**src/rtl/i2cw_pkg.sv**
```systemverilog
// ----------------------------------------------------------------------------
// i2cw_pkg
// Shared types and constants for the I2C write phase sequencer.
// ----------------------------------------------------------------------------
package i2cw_pkg;

    localparam logic [7:0] CTRL_COMMAND = 8'h00;
    localparam logic [7:0] CTRL_DATA    = 8'h40;
    localparam logic [6:0] ADDR_RESET   = 7'h3C;
    localparam logic [3:0] BIT_ACK      = 4'd8;
    localparam int         QUEUE_DEPTH  = 2;

    typedef enum logic [2:0] {
        SEG_IDLE,
        SEG_START,
        SEG_ADDR,
        SEG_CTRL,
        SEG_DATA,
        SEG_STOP
    } t_seg;

    typedef struct packed {
        logic [7:0] addr_byte;
        logic [7:0] ctrl_byte;
        logic [7:0] data_byte;
        logic       open_transfer;
        logic       close_transfer;
    } t_desc;

    typedef struct packed {
        logic full;
        logic empty;
    } t_q_status;

endpackage

```
**src/rtl/i2cw_if.sv**
```systemverilog
// ----------------------------------------------------------------------------
// i2cw_if
// Valid/ready channels: input items, bus phases and the address register.
// ----------------------------------------------------------------------------
interface i2cw_in_if;
    logic       valid;
    logic       ready;
    logic [7:0] data_byte;
    logic       is_data;
    logic       open_transfer;
    logic       close_transfer;

    modport source (output valid, data_byte, is_data, open_transfer, close_transfer,
                    input ready);
    modport sink   (input valid, data_byte, is_data, open_transfer, close_transfer,
                    output ready);
endinterface

interface i2cw_out_if;
    logic valid;
    logic ready;
    logic scl_level;
    logic sda_level;
    logic last_phase;

    modport source (output valid, scl_level, sda_level, last_phase, input ready);
    modport sink   (input valid, scl_level, sda_level, last_phase, output ready);
endinterface

interface i2cw_cfg_if;
    logic       valid;
    logic       ready;
    logic [6:0] device_address;

    modport source (output valid, device_address, input ready);
    modport sink   (input valid, device_address, output ready);
endinterface

```
**src/rtl/i2cw_front.sv**
```systemverilog
// ----------------------------------------------------------------------------
// i2cw_front
// Holds the device address and turns each input transaction into a
// descriptor with the address, control and payload bytes.
// ----------------------------------------------------------------------------
module i2cw_front (
    input  logic                 i_clk,
    input  logic                 i_rst_n,
    i2cw_in_if.sink              i_in,
    i2cw_cfg_if.sink             i_cfg,
    input  i2cw_pkg::t_q_status  i_stat,
    output logic                 o_push,
    output i2cw_pkg::t_desc      o_desc
);

    logic [6:0] r_addr;

    always_ff @(posedge i_clk) begin
        if (!i_rst_n) begin
            r_addr <= i2cw_pkg::ADDR_RESET;
        end else if (i_cfg.valid && i_cfg.ready) begin
            r_addr <= i_cfg.device_address;
        end
    end

    assign i_cfg.ready = 1'b1;
    assign i_in.ready  = !i_stat.full;
    assign o_push      = i_in.valid && !i_stat.full;

    always_comb begin
        o_desc.addr_byte      = {r_addr, 1'b0};
        o_desc.ctrl_byte      = i_in.is_data ? i2cw_pkg::CTRL_DATA : i2cw_pkg::CTRL_COMMAND;
        o_desc.data_byte      = i_in.data_byte;
        o_desc.open_transfer  = i_in.open_transfer;
        o_desc.close_transfer = i_in.close_transfer;
    end

endmodule

```
**src/rtl/i2cw_queue.sv**
```systemverilog
// ----------------------------------------------------------------------------
// i2cw_queue
// Small descriptor FIFO between the front end and the phase sequencer.
// ----------------------------------------------------------------------------
module i2cw_queue #(
    parameter int DEPTH = i2cw_pkg::QUEUE_DEPTH
) (
    input  logic                 i_clk,
    input  logic                 i_rst_n,
    input  logic                 i_push,
    input  i2cw_pkg::t_desc      i_desc,
    input  logic                 i_pop,
    output i2cw_pkg::t_desc      o_desc,
    output i2cw_pkg::t_q_status  o_stat
);

    localparam int AW = (DEPTH > 1) ? $clog2(DEPTH) : 1;
    localparam int CW = $clog2(DEPTH + 1);

    i2cw_pkg::t_desc r_mem [DEPTH];
    logic [AW-1:0]   r_wr_ptr;
    logic [AW-1:0]   r_rd_ptr;
    logic [CW-1:0]   r_count;

    always_ff @(posedge i_clk) begin
        if (i_push) begin
            r_mem[r_wr_ptr] <= i_desc;
        end
    end

    always_ff @(posedge i_clk) begin
        if (!i_rst_n) begin
            r_wr_ptr <= '0;
            r_rd_ptr <= '0;
            r_count  <= '0;
        end else begin
            if (i_push) begin
                r_wr_ptr <= (r_wr_ptr == AW'(DEPTH - 1)) ? '0 : r_wr_ptr + 1'b1;
            end
            if (i_pop) begin
                r_rd_ptr <= (r_rd_ptr == AW'(DEPTH - 1)) ? '0 : r_rd_ptr + 1'b1;
            end
            if (i_push && !i_pop) begin
                r_count <= r_count + 1'b1;
            end else if (i_pop && !i_push) begin
                r_count <= r_count - 1'b1;
            end
        end
    end

    assign o_desc       = r_mem[r_rd_ptr];
    assign o_stat.full  = (r_count == CW'(DEPTH));
    assign o_stat.empty = (r_count == '0);

endmodule

```
**src/rtl/i2cw_back.sv**
```systemverilog
// ----------------------------------------------------------------------------
// i2cw_back
// Phase sequencer: walks start, address, control, payload and stop
// segments, one bus phase per cycle while not stalled, into a registered output stage.
// ----------------------------------------------------------------------------
module i2cw_back (
    input  logic                 i_clk,
    input  logic                 i_rst_n,
    input  i2cw_pkg::t_desc      i_desc,
    input  i2cw_pkg::t_q_status  i_stat,
    output logic                 o_pop,
    i2cw_out_if.source           o_out
);

    i2cw_pkg::t_seg  r_seg, n_seg;
    logic [3:0]      r_bit, n_bit;
    logic            r_half, n_half;
    i2cw_pkg::t_desc r_desc, n_desc;

    logic r_out_valid;
    logic r_scl;
    logic r_sda;
    logic r_last;

    logic       w_advance;
    logic       w_is_ack;
    logic [7:0] w_byte;
    logic       w_scl;
    logic       w_sda;
    logic       w_item_end;

    assign w_advance = !r_out_valid || o_out.ready;
    assign w_is_ack  = (r_bit == i2cw_pkg::BIT_ACK);

    // phase levels for the current state
    always_comb begin
        w_byte     = r_desc.data_byte;
        w_scl      = 1'b1;
        w_sda      = 1'b1;
        w_item_end = 1'b0;
        case (r_seg)
            i2cw_pkg::SEG_START: begin
                w_sda = !r_half;
            end
            i2cw_pkg::SEG_ADDR, i2cw_pkg::SEG_CTRL, i2cw_pkg::SEG_DATA: begin
                if (r_seg == i2cw_pkg::SEG_ADDR) begin
                    w_byte = r_desc.addr_byte;
                end else if (r_seg == i2cw_pkg::SEG_CTRL) begin
                    w_byte = r_desc.ctrl_byte;
                end
                w_scl = r_half;
                w_sda = w_is_ack ? 1'b1 : w_byte[3'd7 - r_bit[2:0]];
                w_item_end = (r_seg == i2cw_pkg::SEG_DATA) && w_is_ack && r_half
                             && !r_desc.close_transfer;
            end
            i2cw_pkg::SEG_STOP: begin
                w_sda      = r_half;
                w_item_end = r_half;
            end
            default: begin
                w_scl = 1'b1;
                w_sda = 1'b1;
            end
        endcase
    end

    // next state
    always_comb begin
        logic w_load;
        w_load = 1'b0;
        n_seg  = r_seg;
        n_bit  = r_bit;
        n_half = r_half;
        n_desc = r_desc;
        if (w_advance) begin
            if (r_seg == i2cw_pkg::SEG_IDLE) begin
                w_load = !i_stat.empty;
            end else if (w_item_end) begin
                w_load = !i_stat.empty;
                n_seg  = i2cw_pkg::SEG_IDLE;
            end else if (!r_half) begin
                n_half = 1'b1;
            end else begin
                n_half = 1'b0;
                case (r_seg)
                    i2cw_pkg::SEG_START: begin
                        n_seg = i2cw_pkg::SEG_ADDR;
                        n_bit = '0;
                    end
                    i2cw_pkg::SEG_ADDR, i2cw_pkg::SEG_CTRL, i2cw_pkg::SEG_DATA: begin
                        if (!w_is_ack) begin
                            n_bit = r_bit + 1'b1;
                        end else begin
                            n_bit = '0;
                            if (r_seg == i2cw_pkg::SEG_ADDR) begin
                                n_seg = i2cw_pkg::SEG_CTRL;
                            end else if (r_seg == i2cw_pkg::SEG_CTRL) begin
                                n_seg = i2cw_pkg::SEG_DATA;
                            end else begin
                                n_seg = i2cw_pkg::SEG_STOP;
                            end
                        end
                    end
                    default: begin
                        n_seg = i2cw_pkg::SEG_IDLE;
                    end
                endcase
            end
        end
        if (w_load) begin
            n_desc = i_desc;
            n_seg  = i_desc.open_transfer ? i2cw_pkg::SEG_START : i2cw_pkg::SEG_DATA;
            n_bit  = '0;
            n_half = 1'b0;
        end
        o_pop = w_load;
    end

    always_ff @(posedge i_clk) begin
        if (!i_rst_n) begin
            r_seg       <= i2cw_pkg::SEG_IDLE;
            r_bit       <= '0;
            r_half      <= 1'b0;
            r_out_valid <= 1'b0;
        end else begin
            r_seg  <= n_seg;
            r_bit  <= n_bit;
            r_half <= n_half;
            if (w_advance) begin
                r_out_valid <= (r_seg != i2cw_pkg::SEG_IDLE);
            end
        end
    end

    always_ff @(posedge i_clk) begin
        r_desc <= n_desc;
        if (w_advance) begin
            r_scl  <= w_scl;
            r_sda  <= w_sda;
            r_last <= w_item_end;
        end
    end

    assign o_out.valid      = r_out_valid;
    assign o_out.scl_level  = r_scl;
    assign o_out.sda_level  = r_sda;
    assign o_out.last_phase = r_last;

endmodule

```
**src/rtl/i2c_write_phase_sequencer.sv**
```systemverilog
// ----------------------------------------------------------------------------
// i2c_write_phase_sequencer
// Write-only I2C master framer: expands bytes into SCL/SDA bus phases.
// ----------------------------------------------------------------------------
// Channels: i_in takes one transaction per item (payload byte, command/data
// flag, open and close marks). o_out gives one bus phase per transaction
// (scl_level, sda_level, last_phase on the final phase of an item).
// i_cfg writes the 7-bit device address; always ready, write only while idle.
// Phases per item: 18 for a plain byte, +38 with open (start, address,
// control byte), +2 with close (stop). The phase sequencer emits one phase per
// cycle while o_out is not stalled; consecutive items follow with no gap when
// the next one is already queued. From an idle block the first phase passes
// through the queue, the segment state register and then the output register.
// Input items wait in a small descriptor queue (QUEUE_DEPTH entries); i_in
// ready drops only when it is full.
// Reset: address returns to 0x3C, queue empties, output valid drops.
// When o_out stalls, the phase holds and the sequencer waits; the queue
// still takes input until it fills.
// ----------------------------------------------------------------------------
module i2c_write_phase_sequencer #(
    parameter int QUEUE_DEPTH = i2cw_pkg::QUEUE_DEPTH
) (
    input  logic        i_clk,
    input  logic        i_rst_n,
    i2cw_in_if.sink     i_in,
    i2cw_cfg_if.sink    i_cfg,
    i2cw_out_if.source  o_out
);

    logic                w_push;
    logic                w_pop;
    i2cw_pkg::t_desc     w_push_desc;
    i2cw_pkg::t_desc     w_head_desc;
    i2cw_pkg::t_q_status w_q_stat;

    i2cw_front u_front (
        .i_clk   (i_clk),
        .i_rst_n (i_rst_n),
        .i_in    (i_in),
        .i_cfg   (i_cfg),
        .i_stat  (w_q_stat),
        .o_push  (w_push),
        .o_desc  (w_push_desc)
    );

    i2cw_queue #(
        .DEPTH (QUEUE_DEPTH)
    ) u_queue (
        .i_clk   (i_clk),
        .i_rst_n (i_rst_n),
        .i_push  (w_push),
        .i_desc  (w_push_desc),
        .i_pop   (w_pop),
        .o_desc  (w_head_desc),
        .o_stat  (w_q_stat)
    );

    i2cw_back u_back (
        .i_clk   (i_clk),
        .i_rst_n (i_rst_n),
        .i_desc  (w_head_desc),
        .i_stat  (w_q_stat),
        .o_pop   (w_pop),
        .o_out   (o_out)
    );

    a_q_status: assert property (@(posedge i_clk) disable iff (!i_rst_n)
        !(w_q_stat.full && w_q_stat.empty))
        else $error("queue reports full and empty");

    a_push_lands: assert property (@(posedge i_clk) disable iff (!i_rst_n)
        w_push |=> !w_q_stat.empty)
        else $error("accepted transaction missing from queue");

    a_pop_nonempty: assert property (@(posedge i_clk) disable iff (!i_rst_n)
        w_pop |-> !w_q_stat.empty)
        else $error("pop from empty queue");

endmodule
```
**src/flat_wrapper.sv**
```systemverilog
// flat-port wrapper written by rule: the top's interface ports become plain ports
module i2c_write_phase_sequencer_flat 
#(
    parameter int QUEUE_DEPTH = i2cw_pkg::QUEUE_DEPTH
)
  (i_clk, i_rst_n, i_in_valid, i_in_data_byte, i_in_is_data, i_in_open_transfer, i_in_close_transfer, i_in_ready, i_cfg_valid, i_cfg_device_address, i_cfg_ready, o_out_valid, o_out_scl_level, o_out_sda_level, o_out_last_phase, o_out_ready);
  i2cw_in_if i_in_i ();
  i2cw_cfg_if i_cfg_i ();
  i2cw_out_if o_out_i ();
  input  logic i_clk;
  input  logic i_rst_n;
  input wire logic [$bits(i_in_i.valid)-1:0] i_in_valid;
  input wire logic [$bits(i_in_i.data_byte)-1:0] i_in_data_byte;
  input wire logic [$bits(i_in_i.is_data)-1:0] i_in_is_data;
  input wire logic [$bits(i_in_i.open_transfer)-1:0] i_in_open_transfer;
  input wire logic [$bits(i_in_i.close_transfer)-1:0] i_in_close_transfer;
  output wire logic [$bits(i_in_i.ready)-1:0] i_in_ready;
  input wire logic [$bits(i_cfg_i.valid)-1:0] i_cfg_valid;
  input wire logic [$bits(i_cfg_i.device_address)-1:0] i_cfg_device_address;
  output wire logic [$bits(i_cfg_i.ready)-1:0] i_cfg_ready;
  output wire logic [$bits(o_out_i.valid)-1:0] o_out_valid;
  output wire logic [$bits(o_out_i.scl_level)-1:0] o_out_scl_level;
  output wire logic [$bits(o_out_i.sda_level)-1:0] o_out_sda_level;
  output wire logic [$bits(o_out_i.last_phase)-1:0] o_out_last_phase;
  input wire logic [$bits(o_out_i.ready)-1:0] o_out_ready;
  assign i_in_i.valid = i_in_valid;
  assign i_in_i.data_byte = i_in_data_byte;
  assign i_in_i.is_data = i_in_is_data;
  assign i_in_i.open_transfer = i_in_open_transfer;
  assign i_in_i.close_transfer = i_in_close_transfer;
  assign i_in_ready = i_in_i.ready;
  assign i_cfg_i.valid = i_cfg_valid;
  assign i_cfg_i.device_address = i_cfg_device_address;
  assign i_cfg_ready = i_cfg_i.ready;
  assign o_out_valid = o_out_i.valid;
  assign o_out_scl_level = o_out_i.scl_level;
  assign o_out_sda_level = o_out_i.sda_level;
  assign o_out_last_phase = o_out_i.last_phase;
  assign o_out_i.ready = o_out_ready;
  i2c_write_phase_sequencer #(.QUEUE_DEPTH(QUEUE_DEPTH)) u_core (.i_clk(i_clk), .i_rst_n(i_rst_n), .i_in(i_in_i), .i_cfg(i_cfg_i), .o_out(o_out_i));
endmodule
```
**config.mk**
```make
export PLATFORM = sky130hd
export DESIGN_NAME = i2c_write_phase_sequencer_flat
export DESIGN_NICKNAME = d
export VERILOG_FILES = /design/src/rtl/i2cw_pkg.sv /design/src/rtl/i2cw_if.sv /design/src/rtl/i2cw_front.sv /design/src/rtl/i2cw_queue.sv /design/src/rtl/i2cw_back.sv /design/src/rtl/i2c_write_phase_sequencer.sv /design/src/flat_wrapper.sv
export SDC_FILE = /design/constraint.sdc
export NUM_CORES = 1
export LEC_CHECK = 0
export BUFFER_PORTS_ARGS = -buffer_cell sky130_fd_sc_hd__buf_4
export CORE_AREA = 2 2 102 179
export CTS_CLUSTER_SIZE = 40
export DETAILED_ROUTE_END_ITERATION = 16
export DIE_AREA = 0 0 104 181
export PLACE_DENSITY = 0.42
export SYNTH_ARGS = -nofsm -noshare
export SYNTH_HDL_FRONTEND = slang
export SYNTH_HIERARCHICAL = 1
export SYNTH_SLANG_ARGS = --single-unit
```
**constraint.sdc**
```tcl
create_clock -name i_clk -period 4.2 [get_ports i_clk]
set_input_delay 0.42 -clock i_clk [delete_from_list [all_inputs] [get_ports i_clk]]
set_output_delay 0.42 -clock i_clk [all_outputs]
set_load 0.005 [all_outputs]
```
==> Yosys cells after proc, flatten, opt, wreduce, memory -nomap -nowiden <==
Memory sizes are Yosys's and may differ from the RTL's. A register that Yosys moved wholly into a read port is not among the register bits.
Cells that the tools add are included.
{ "totals": {"out_inout_bits": 6, "reg_bits": 48, "mem_bits_rw": 48, "input_bits": 23, "mem_count": 1, "word_cells": 94} }
{ "classes": {"add_sub_neg": 6, "n_reduce_logical": 26, "n_eq_ne": 9, "mux": 33, "n_bitwise": 3, "order_cmp": 1} }
{ "memory_table": {"columns": ["name", "words", "word_bits", "read_ports", "rd_ports_with_merged_regs", "wr", "line_no", "source"], "rows": [
  ["u_core.u_queue.r_mem", 2, 24, 1, 1, 1, "i2cw_queue.sv:20", "i2cw_pkg::t_desc r_mem [DEPTH];"]
]} }
{ "ops": {"columns": ["cell", "n"], "rows": [
  ["$mux W3", 8],
  ["$mux W8", 3],
  ["$mux W1", 13],
  ["$pmux W4 S2", 1],
  ["$logic_not A1 Y1", 7],
  ["$mux W7", 1],
  ["$eq A3 B2 Y1 const B", 2],
  ["$eq A3 B3 Y1 const B", 2],
  ["$logic_and A1 B1 Y1", 6],
  ["$pmux W3 S2", 1],
  ["$reduce_bool A2 Y1", 3],
  ["$reduce_bool A3 Y1", 2],
  ["$reduce_and A5 Y1", 1],
  ["$add A4 B1 Y4 const B", 1],
  ["$eq A4 B4 Y1 const B", 1],
  ["$lt A3 B4 Y1 const B", 1],
  ["$mux W2", 2],
  ["$mux W4", 1],
  ["$ne A4 B3 Y1 const B", 1],
  ["$reduce_and A4 Y1", 1],
  ["$bmux W1 S3", 1],
  ["$eq A3 B1 Y1 const B", 1],
  ["$logic_not A3 Y1", 1],
  ["$not A1 Y1", 3],
  ["other kinds (13)", 14]
]} }

==> Depth between registers and ports, before layout <==
{ "logic_depth": {"depth_word": 11, "ltp_mapped": 13, "mapped_depth_nobuf": 11} }

==> Modules after synthesis <==
The synthesis kept the hierarchy.
{ "by_module_without_submodules": {"columns": ["mod", "cells_each", "seq_area_each_um2", "area_per_inst_um2", "instances"], "rows": [
  ["i2cw_queue", 103, 1661.6, 2093.3, 1],
  ["i2cw_back", 141, 1021.0, 1771.7, 1],
  ["i2cw_front", 46, 140.1, 422.9, 1]
]} }

==> Worst setup path before layout <==
Ideal clock, no wire load.
{ "synth_timing": {"kind": "register to register", "from": "register u_core.u_back.r_bit[0]", "to": "register u_core.u_queue.r_count[1]", "t_arrival_ns": 2.890, "stages_incl_launch_ff": 13, "synth_period_minus_slack_ns": 2.960, "setup_time_ns": 0.070, "path_slack_ns": 1.240, "path_buffers": 2, "required_time_ns": 4.130, "cell_sequence": "dfxtp_1 -> buf_2 -> inv_1 -> ha_1 -> and4bb_4 -> nor3_2 -> or4b_1 -> buf_4 -> inv_2 -> inv_1 -> ha_1 -> or3_1 -> a21boi_1"} }
{ "synth_between": {"elab_chain_len": 11, "elab_cells_between_ends": 13, "cone_classes": "1 x eq/ne; 5 x mux; 7 x reduce/logical"} }
{ "synth_lines": {"columns": ["element", "line_no", "source"], "rows": [
  ["start, declared", "i2cw_back.sv:16", "logic [3:0] r_bit, n_bit;"],
  ["start signal, assigned", "i2cw_back.sv:127", "r_bit <= n_bit;"],
  ["$eq A4 B4 Y1 *", "i2cw_back.sv:33", "assign w_is_ack = (r_bit == i2cw_pkg::BIT_ACK);"],
  ["$logic_and A1 B1 Y1 * (2 in series)", "i2cw_back.sv:53", "w_item_end = (r_seg == i2cw_pkg::SEG_DATA) && w_is_ack && r_half"],
  ["$logic_and A1 B1 Y1 *", "i2cw_back.sv:54", "&& !r_desc.close_transfer;"],
  ["$pmux W1 S2 *", "i2cw_back.sv:41", "case (r_seg)"],
  ["$mux W1 *", "i2cw_back.sv:78", "end else if (w_item_end) begin"],
  ["$mux W1 *", "i2cw_back.sv:76", "if (r_seg == i2cw_pkg::SEG_IDLE) begin"],
  ["$mux W1 *", "i2cw_back.sv:75", "if (w_advance) begin"],
  ["named net u_core.w_pop", "i2c_write_phase_sequencer.sv:31", "logic w_pop;"],
  ["$logic_not A1 Y1", "i2cw_queue.sv:43", "if (i_push && !i_pop) begin"],
  ["$logic_and A1 B1 Y1", "i2cw_queue.sv:43", null],
  ["$mux W2 or $reduce_bool A2 Y1 (tied branches)", null, null],
  ["end signal, assigned", "i2cw_queue.sv:44", "r_count <= r_count + 1'b1;"],
  ["end signal, assigned", "i2cw_queue.sv:46", "r_count <= r_count - 1'b1;"],
  ["end, declared", "i2cw_queue.sv:23", "logic [CW-1:0] r_count;"]
]} }
Mark *: on every way through the listed nets, which the timed path passes. The rest lies on a longest branch.
A chain may end at the register's enable or synchronous reset.

==> Worst setup path after layout <==
Same ends and word-level chain as after synthesis.

==> reports/results.tsv <==
stage	metric	value	unit
status	run status	finished clean	
final_layout	proportion of layout cells with a drive suffix above 1	0.2875	
place	post-DP HPWL	5.437	mm
critical_path	critical path data required time	4.47	ns
clock_tree	CTS buffer count	9	
floorplanning	Core Region	17300	sq um
floorplanning	num rows	64	
clock_tree	Post-CTS Setup Bufs	0	
critical_path	Worst Path Arrival	3.21	ns
clock_tree	clock tree buffer depth	2	
synthesis	syn avg cell area	14.79	sq um
clock_tree	number of sinks on the clock net	101	
timing	number of failing hold endpoints at the final stage	0	
route	Residual DRC	0	
power_and_ir_drop	overall power of the completed layout	2936	uW
synthesis	share of synthesized registers carrying an async set or reset	0	
critical_path	Worst Path Class, Setup	reg -> reg	
grt	initial antenna violation count	0	
critical_path	master of the slowest instance on the critical path	or4b_1	
floorplanning	Die Outline Area	18820	sq um
grt	first-pass GRT wire length	12.31	mm
synthesis	Warnings, synthesis	6	
clock_tree	clock-pin slew reported for the worst setup and hold paths after clock tree synthesis	0.07	ns
timing	pin slew with the least headroom to its limit	0.9255	ns
synthesis	number of synthesized register bits	101	
route	vias	2233	
grt	global routing usage summed across all routing layers	0.08539	
route	Post-DRT Antenna Nets	0	
final_layout	most used cells in the layout excluding fill and tap cells	80 x edfxtp_1, 32 x buf_4, 26 x mux2_2	
timing	Setup Skew	0.007896	ns
final_layout	Area growth, synth to finish	14.91	%
timing	setup repair after global routing missed its margin	no	
route	number of iterations in the first detailed-routing pass	4	
critical_path	CP startpoint kind	register	
timing	Relative slew margins	0.3822	
clock_tree	TritonCTS clock tree	built	
synthesis	number of enable-type register cells in the synthesized netlist	80	
timing	Post-Route Setup TNS	0	ns
floorplanning	Top-Level Pins	29	
clock_tree	H-tree lvl count	3	
synthesis	part of the Yosys area used for sequential elements	0.6583	
timing	number of max-slew violations in the final report	0	
clock_tree	root buffer cell	clkbuf_16	
route	Iteration-0 DRC Markers	108	
route	Avg Vias per Cell	4.105	
clock_tree	Hold-fix buffers, CTS	0	
clock_tree	insertion delay to the later sink of the worst-skew pair	0.33	ns
critical_path	setup slack on the worst flop-to-flop path	1.26	ns
power_and_ir_drop	Leakage	0.001681	uW
timing	Setup Viol. Count Final	0	
power_and_ir_drop	peak supply drop	0.2685	mV
final_layout	most frequent standard cell in the layout excluding fill and tap cells	edfxtp_1	
timing	clock period minus final worst setup slack	2.943	ns
critical_path	Crit path largest cell delay	0.69	ns
timing	fmax	339.8	MHz
min_path	class of the tightest hold or removal check	in -> reg	
synthesis	Unique masters post-synth	56	
synthesis	area of the mapped netlist	4288	sq um
synthesis	most used flip-flop cell after synthesis	edfxtp_1	
synthesis	Post-Synthesis Cells	290	
power_and_ir_drop	Power Dens Cells	596.0	nW/um^2
floorplanning	height of the die	181	microns
floorplanning	effective utilization at floorplan	0.2479	
final_layout	utilization after layout	0.2849	
timing	crit share post-route	0.7007	
route	Routed Wire Length	7.592	mm
final_layout	number of nets in the layout	334	
critical_path	endpoint class of the critical path	register	
place	quantity of I/O buffers inserted on ports	27	
flow_run	max capacitance violation total	0	
critical_path	maximum fanout along the worst path	13	
critical_path	crit path cell chain	inv_1, ha_1, and4bb_4, nor3_2, or4b_1, inv_2, inv_1, ha_1, or3_1, a21boi_1	
final_layout	diode count	0	
place	RD Place Congestion	0.7991	
clock_tree	number of gates resized after cts	0	
grt	vias in the first global route	2414	
route	drt wl/cell	13.96	microns
floorplanning	die extent in x	104	microns
grt	pin count of the biggest net entering global routing	28	
grt	final global-route overflow total	0	
==> layout make-up <==
cell class / count / area [sq um]
sequential: 101 / 2823
clock inverter: 3 / 22.52
tap: 231 / 289.0
multi-input combinational: 153 / 1220
fill: 1795 / 12370
inverter: 11 / 41.29
clock buffer: 13 / 291.5
timing repair buffer: 32 / 240.2
==> where the power goes <==
| part | internal [uW] | switching, uW |
|---|---|---|
| Combinational | 283 | 313 |
| Sequential | 1380 | 121 |
| Clock | 490 | 352 |
| Total | 2150 | 787 |
==> stage by stage <==
stage / hold slack, ns / area, sq um / std cells / worst slack (ns)
2_1_floorplan: 0.4249 / 4314 / 297 / 1.240
4_1_cts: 0.2542 / 4927 / 544 / 1.247
5_1_grt: 0.2496 / 4927 / 544 / 1.084
6_report: 0.2666 / 4927 / 544 / 1.257
3_3_place_gp: 0.4376 / 4613 / 528 / 1.358
3_5_place_dp: 0.4417 / 4613 / 528 / 1.276
==> registers in the layout (all words and copies together) (netlist names), named ones only <==
name                            cells
u_core/u_queue/r_count              2
u_core/u_back/o_out.scl_level       1
u_core/u_back/r_seg                 3
u_core/u_front/r_addr               7
u_core/u_back/r_desc               25
u_core/u_back/r_half                1
u_core/u_queue/r_rd_ptr             1
u_core/u_back/r_bit                 4
u_core/u_back/o_out.last_phase      1
u_core/u_back/o_out.valid           1
u_core/u_queue/r_mem               52
u_core/u_back/o_out.sda_level       1
u_core/u_queue/r_wr_ptr             1
==> path summary, 6_finish.rpt <==
kind,start,end,cells past startpoint
setup / recovery,u_core/u_back/r_bit[0]$_SDFFE_PP0P_,u_core/u_queue/r_count[1]$_SDFFE_PN0P_,10
hold / removal,i_in_data_byte[2],u_core/u_queue/r_mem[1][4]$_DFFE_PP_,1
setup reg to reg,u_core/u_back/r_bit[0]$_SDFFE_PP0P_,u_core/u_queue/r_count[1]$_SDFFE_PN0P_,10
hold reg to reg,u_core/u_front/r_addr[0]$_SDFFE_PN0P_,u_core/u_queue/r_mem[0][19]$_DFFE_PP_,0
==> per-layer routing <==
layer	share of wire	GRT usage
met1	0.35	0.08114
met2	0.59	0.1658
met3	0.031	0.01443
met4	0.030	0.05405
met5	0	0
==> cells in the mapped netlist (2+ instances only) <==
cell type | instances | share of area
dfxtp_1 | 21 | 0.098
nand3_1 | 2 | 0.0023
a211o_1 | 3 | 0.0061
and2_1 | 7 | 0.010
a21boi_1 | 2 | 0.0035
nand4_1 | 2 | 0.0029
buf_2 | 6 | 0.0070
nand2b_1 | 4 | 0.0058
xor2_1 | 2 | 0.0041
or3b_1 | 2 | 0.0041
xnor2_1 | 2 | 0.0041
conb_1 | 2 | 0.0018
mux2_2 | 26 | 0.068
a211oi_1 | 2 | 0.0035
a311oi_1 | 2 | 0.0041
mux4_2 | 3 | 0.016
ha_1 | 3 | 0.0088
inv_1 | 10 | 0.0088
buf_6 | 2 | 0.0053
a21oi_1 | 9 | 0.011
or3_1 | 2 | 0.0029
edfxtp_1 | 80 | 0.56
nand3b_1 | 2 | 0.0035
or4_1 | 2 | 0.0035
nand2_1 | 9 | 0.0079
o21ai_0 | 5 | 0.0058
a31oi_1 | 3 | 0.0044
nor2_1 | 7 | 0.0061
buf_4 | 24 | 0.042
mux2i_1 | 10 | 0.023
nor2b_1 | 9 | 0.013
==> cell families (layout without fill, tap and decap cells) <==
| family | after synthesis | after routing | share of synthesized area |
|---|---|---|---|
| xor+xnor | 4 | 4 | 0.008172 |
| compound gates | 37 | 37 | 0.06274 |
| buf+inv | 43 | 59 | 0.06390 |
| fa+ha+maj | 3 | 3 | 0.008755 |
| other cells | 2 | 9 | 0.001751 |
| mux | 39 | 39 | 0.1074 |
| flops | 101 | 101 | 0.6583 |
| simple gates | 61 | 61 | 0.08900 |
==> worst max-delay path: cells and delay by family, from the launching register on <==
| kind | cells | cell delay (ns) |
|---|---|---|
| buffers and inverters | 3 | 0.35 |
| adder cells (fa/ha/maj) | 2 | 0.50 |
| AND/OR/NAND/NOR | 4 | 1.39 |
| flip-flops | 1 | 0.48 |
| AO/OA/AOI/OAI | 1 | 0.14 |
No activity file was read; power rests on OpenSTA's default activity.
